$ cat src/hdl/scfa_pkg.sv
// Shared types, constants and the size-class function of the free-list allocator.
// Used by scfa_front, scfa_back and size_class_free_list_allocator_unit.
`default_nettype none
package scfa_pkg;

  localparam int unsigned HEAP_BYTES_DEF   = 65536;
  localparam int unsigned NUM_CLASSES_DEF  = 11;
  localparam int unsigned HEADER_BYTES_DEF = 32;
  localparam int unsigned MIN_REQUEST_DEF  = 16;
  localparam int unsigned GRANULE_BYTES    = 8;
  localparam int unsigned GRAN_SH          = $clog2(GRANULE_BYTES);

  localparam int unsigned FIELD_W = 16;
  localparam int unsigned MAX_OW  = 20;
  localparam int unsigned SZ_W    = 21;
  localparam int unsigned CLS_W   = 4;

  typedef enum logic [1:0] {
    ST_OK      = 2'd0,
    ST_ZERO    = 2'd1,
    ST_NOSPACE = 2'd2
  } status_e;

  typedef enum logic {
    OP_ALLOC = 1'b0,
    OP_FREE  = 1'b1
  } op_e;

  typedef struct packed {
    op_e               op;
    logic              zero;
    logic              skip;
    logic [CLS_W-1:0]  cls;
    logic [MAX_OW-1:0] ofs;
  } cmd_t;

  function automatic logic [CLS_W-1:0] class_of(input logic [SZ_W-1:0] size,
                                                 input int unsigned min_req,
                                                 input int unsigned nc);
    logic [SZ_W-1:0] v;
    int unsigned     lg;
    logic [CLS_W-1:0] res;
    v   = size - SZ_W'(1);
    lg  = 0;
    res = '0;
    for (int b = 0; b < SZ_W; b++) begin
      if (v[b]) lg = b;
    end
    if (size < SZ_W'(min_req) || size < SZ_W'(2) || lg < 3) begin
      res = '0;
    end else if (lg - 3 >= nc) begin
      res = CLS_W'(nc - 1);
    end else begin
      res = CLS_W'(lg - 3);
    end
    return res;
  endfunction

endpackage
`default_nettype wire

$ cat src/hdl/scfa_front.sv
// Front end: takes commands, computes size class and free target, queues two deep.
// Depends on scfa_pkg.
`default_nettype none
module scfa_front #(
  parameter int unsigned HEAP_BYTES   = 65536,
  parameter int unsigned NUM_CLASSES  = 11,
  parameter int unsigned HEADER_BYTES = 32,
  parameter int unsigned MIN_REQUEST  = 16
) (
  input  wire logic                           clk_i,
  input  wire logic                           rst_ni,
  input  wire logic                           start,
  output logic                                busy,
  input  wire logic                           operation_i,
  input  wire logic [scfa_pkg::FIELD_W-1:0]   request_size_i,
  input  wire logic [scfa_pkg::FIELD_W-1:0]   user_offset_i,
  input  wire logic                           clearing_i,
  output logic                                cmd_valid_o,
  output scfa_pkg::cmd_t                      cmd_o,
  input  wire logic                           cmd_pop_i
);
  import scfa_pkg::*;

  cmd_t        q_mem_q [2];
  logic        wr_ptr_q, wr_ptr_d, rd_ptr_q, rd_ptr_d;
  logic [1:0]  cnt_q, cnt_d;
  logic        accept;
  cmd_t        cmd_new;
  logic [SZ_W-1:0] req_x, uofs_x, free_ofs;

  assign busy   = (cnt_q == 2'd2) || clearing_i;
  assign accept = start && !busy;

  always_comb begin
    req_x    = SZ_W'(request_size_i) + SZ_W'(HEADER_BYTES);
    uofs_x   = SZ_W'(user_offset_i);
    free_ofs = uofs_x - SZ_W'(HEADER_BYTES);
    cmd_new.op   = op_e'(operation_i);
    cmd_new.zero = (request_size_i == '0);
    cmd_new.skip = (user_offset_i == '0) || (uofs_x < SZ_W'(HEADER_BYTES)) ||
                   (free_ofs >= SZ_W'(HEAP_BYTES));
    cmd_new.cls  = class_of(req_x, MIN_REQUEST, NUM_CLASSES);
    cmd_new.ofs  = free_ofs[MAX_OW-1:0];
  end

  assign cmd_valid_o = (cnt_q != 2'd0);
  assign cmd_o       = q_mem_q[rd_ptr_q];

  always_comb begin
    wr_ptr_d = accept    ? !wr_ptr_q : wr_ptr_q;
    rd_ptr_d = cmd_pop_i ? !rd_ptr_q : rd_ptr_q;
    cnt_d    = cnt_q + 2'(accept) - 2'(cmd_pop_i);
  end

  always_ff @(posedge clk_i or negedge rst_ni) begin
    if (!rst_ni) begin
      wr_ptr_q <= 1'b0;
      rd_ptr_q <= 1'b0;
      cnt_q    <= 2'd0;
    end else begin
      wr_ptr_q <= wr_ptr_d;
      rd_ptr_q <= rd_ptr_d;
      cnt_q    <= cnt_d;
    end
  end

  always_ff @(posedge clk_i) begin
    if (accept) q_mem_q[wr_ptr_q] <= cmd_new;
  end

endmodule
`default_nettype wire

$ cat config.mk
export PLATFORM = sky130hd
export DESIGN_NAME = scfa_front
export DESIGN_NICKNAME = d
export VERILOG_FILES = /design/src/hdl/scfa_pkg.sv /design/src/hdl/scfa_front.sv
export SDC_FILE = /design/constraint.sdc
export NUM_CORES = 1
export LEC_CHECK = 0
export ABC_AREA = 1
export BUFFER_PORTS_ARGS = -buffer_cell sky130_fd_sc_hd__buf_2
export CORE_UTILIZATION = 58
export CTS_BUF_LIST = sky130_fd_sc_hd__clkbuf_8
export DETAILED_ROUTE_END_ITERATION = 8
export GPL_ROUTABILITY_DRIVEN = 1
export HOLD_SLACK_MARGIN = 0.02
export PLACE_DENSITY = 0.83
export SETUP_SLACK_MARGIN = 0.5
export SYNTH_ARGS = -nofsm -noshare
export SYNTH_HDL_FRONTEND = slang
export SYNTH_SLANG_ARGS = --single-unit
$ cat constraint.sdc
create_clock -name clk_i -period 2.7 [get_ports clk_i]
set_input_delay 0.54 -clock clk_i [delete_from_list [all_inputs] [get_ports clk_i]]
set_output_delay 0.54 -clock clk_i [all_outputs]
set_load 0.005 [all_outputs]
==> metrics.md <==
| Metric | Value |
|---|---|
| Status | finished, violations left |
| Failing checks | design-rule violations, negative setup slack |
| Final setup fails | 8 |
| CP max FO | 5 |
| Fin crit share | 126% |
| Die area | 6420 um^2 |
| Worst hold path class | input port to flop |
| Core Region | 5920 um^2 |
| CTS Sinks | 52 |
| Max stage delay cell, worst path | ha_4 |
| IO Pins | 67 |
| Fin Setup TNS | -5.38 ns |
| Avg Inst Size Synth | 8.78 um^2 |
| Leakage | 2.28 nW |
| Worst skew pair latency | around 0.30 ns |
| Post-synth top flop | edfxtp_1 |
| Post-placement cell count | 601 |
| Clock Path Buffers | 2 |
| RSZ-0062 raised after global routing | true |
| Pwr dens | slightly below 500 nW/um^2 |
| Skew final | roughly 0.0060 ns |
| CP endpoint kind | flop |
| Buffers on Ports | 66 |
| Fraction of layout cells with a size suffix above 1 | between 50% and 60% |
| Routed Antenna Nets | 0 |
| Drt wl/cell | 16.6 um |
| Via density | ~5.6 |
| Peak VDD IR | just over 0.5 mV |
| Crit path launch type | input port |
| Syn Nets | around 450 |
| Max-cap viol count | 0 |
| Post-synth cell types | 39 |
| Max-slew violation count | 0 |
| Drt pass-1 iters | 7 |
| # rows | 28 |
| Slowest stage delay, CP | around 0.27 ns |
| 1st-iter DRT viols | around 200 |
| Relative slew slack | between 60% and 70% |
| Largest net degree at the start of global routing | 26 |
| Inserted Clock Buffers | 5 |
| Area Growth Syn to Fin | 43.0% |
| Wire length on met1 | roughly 3.7 mm |
| Final Non-Filler Cells | 640 |
| Crit path DAT | 3.48 ns |
| Initial antenna violation count | 0 |
| Crit path kind | input port to flop |
| Die width | 80.1 um |
| Tot Pwr | roughly 2.5 mW |
| Global placement routability congestion | slightly above 0.9 |
| Ant diodes | 0 |
| Cells after Synth | between 400 and 500 |
| Overflow left after global routing | 0 |
| Top cells by area, synth | edfxtp_1, nand2_1, mux2_2 |
| Count leader, synth | nand2_1 |
| Vias in the first global route | between 3,000 and 4,000 |
| Post-synth EDFFs | 48 |
| Starting Density | roughly three fifths |
| First-pass GRT wire length | about 15 mm |
| Total track usage | a little under a third |
| CTS tree | yes |
| Dpl hpwl | 6.56 mm |
| Leading area contributor after synthesis | edfxtp_1 |
| Hold Violations, Final | 0 |
| Max Fclk | between 200 and 300 MHz |
| Final WL | between 10 and 15 mm |
| Crit-path most repeated cell | nand2_1 |
| Final critical-path required period | 3.41 ns |
| Residual DRC | 1 |
| Layout fillers | slightly below 300 |
| Met3 wire length | approximately 600 um |
| CTS root buffer | clkbuf_8 |
| Final worst setup slack | -0.714 ns |
| Clock transition at path regs | roughly 0.1 ns |
| Yosys warns | 0 |
| Routed wl met2 | ~5.8 mm |
| Via count | ~3,600 |
| H-Tree Depth | 2 |
| Cell Area, Synth | 3540 um^2 |
| Top layer in use | met4 |
| Async set-or-reset flop fraction in the synthesized netlist | slightly below 8% |
| Die Ht | roughly 80 um |
| Worst-Margin Slew | approximately 0.46 ns |
| Post-synth top cells | nand2_1, edfxtp_1, inv_1 |
| Hold slack | ~0.42 ns |
| Nets@finish | around 610 |
| Sequential cell area fraction in the yosys report | a little over two fifths |
| Yosys reg bits | 52 |
| Post-synth top area share | ~41% |
| Critical path required time | ~2.8 ns |
layer usage:
metal	GRT usage, %	vias up
li1	-	1652
met1	30.7	1645
met4	12.1	0
met2	60.9	222
met3	4.32	61
met5	0	-
critical path, delay by kind of cell:
kind                       cells  cell delay (ns)
AOI/OAI and AO/OA              1             0.17
adders and majority gates      2             0.42
buffers and inverters          8             0.67
and+or+nand+nor               18             1.66
cell families after synthesis:
kind of cell               share of synthesized area [%]
muxes                                               7.64
AOI/OAI and AO/OA                                   2.30
and+or+nand+nor                                     31.3
adders and majority gates                           3.53
DFF                                                 43.5
xor gates and xnor gates                            4.14
buffers and inverters                               7.53
placed cells by master (no fill, tap or decap), types with 2 or more instances in the layout:
cell,n
ha_4,5
mux2_2,24
nor2_4,11
or2_2,2
buf_12,3
nand3_2,7
inv_1,36
xor2_1,6
dfrtp_1,4
clkinvlp_4,2
nand2_4,6
xnor2_1,7
nand3_4,2
inv_2,15
nor2_2,17
o21bai_1,4
clkbuf_8,5
nor3_1,7
edfxtp_1,48
nand3b_1,2
nand3_1,24
nor4_1,2
ha_1,5
nand2_2,20
buf_6,5
buf_4,89
o21ai_1,2
clkinv_1,2
nand4_1,11
nand2_1,85
buf_2,61
inv_4,5
clkinv_2,3
nor2_1,24
sequential cells by signal, indices dropped and copies added, names as in the netlist:
| signal | cells |
|---|---|
| rd_ptr_q | 1 |
| q_mem_q | 48 |
| wr_ptr_q | 1 |
| cnt_q | 2 |
worst paths after layout:
path / from / to / slack [ns] / cells after the start
setup / recovery: request_size_i[7] / q_mem_q[1][21] / -0.71 / 29
hold / removal: user_offset_i[1] / q_mem_q[1][1] / 0.42 / 1
setup reg to reg: cnt_q[1] / q_mem_q[0][0] / 1.19 / 4
hold reg to reg: cnt_q[0] / cnt_q[0] / 0.55 / 1
max in group asynchronous: rst_ni / rd_ptr_q / 2.02 / 2
min in group asynchronous: rst_ni / cnt_q[1] / 0.57 / 2
report_power, final:
group | internal (mW) | switching (mW) | leakage (nW)
clock | 0.185 | 0.268 | 0.0445
combinational | 0.494 | 0.509 | 1.76
sequential | 1.02 | 0.0431 | 0.484
total | 1.70 | 0.821 | 2.28
per-stage QoR:
step	setup slack (ns)	util, %	area [um^2]
floorplan	-0.411	-	3600
global placement	-0.755	75.8	4490
detailed placement	-0.936	75.8	4490
CTS	-0.377	82.2	4870
global route	-0.916	85.5	5060
finish	-0.714	85.5	5060
layout make-up:
| class | count | area (um^2) | area share (%) |
|---|---|---|---|
| tap | 75 | 93.8 | 1.85 |
| multi-input combinational | 284 | 1980 | 39.1 |
| clock buffer | 5 | 68.8 | 1.36 |
| timing repair buffer | 160 | 1110 | 21.9 |
| sequential | 52 | 1540 | 30.5 |
| clock inverter | 3 | 21.3 | 0.420 |
| inverter | 61 | 248 | 4.89 |
timing repair:
item,in CTS,in global routing
hold endpoints to repair,0,4
hold buffers,0,1
resized for setup,36,30
endpoints found under the setup margin,8,8
pin swaps,14,29
setup buffers,19,11
No activity file was read; power rests on OpenSTA's default activity.
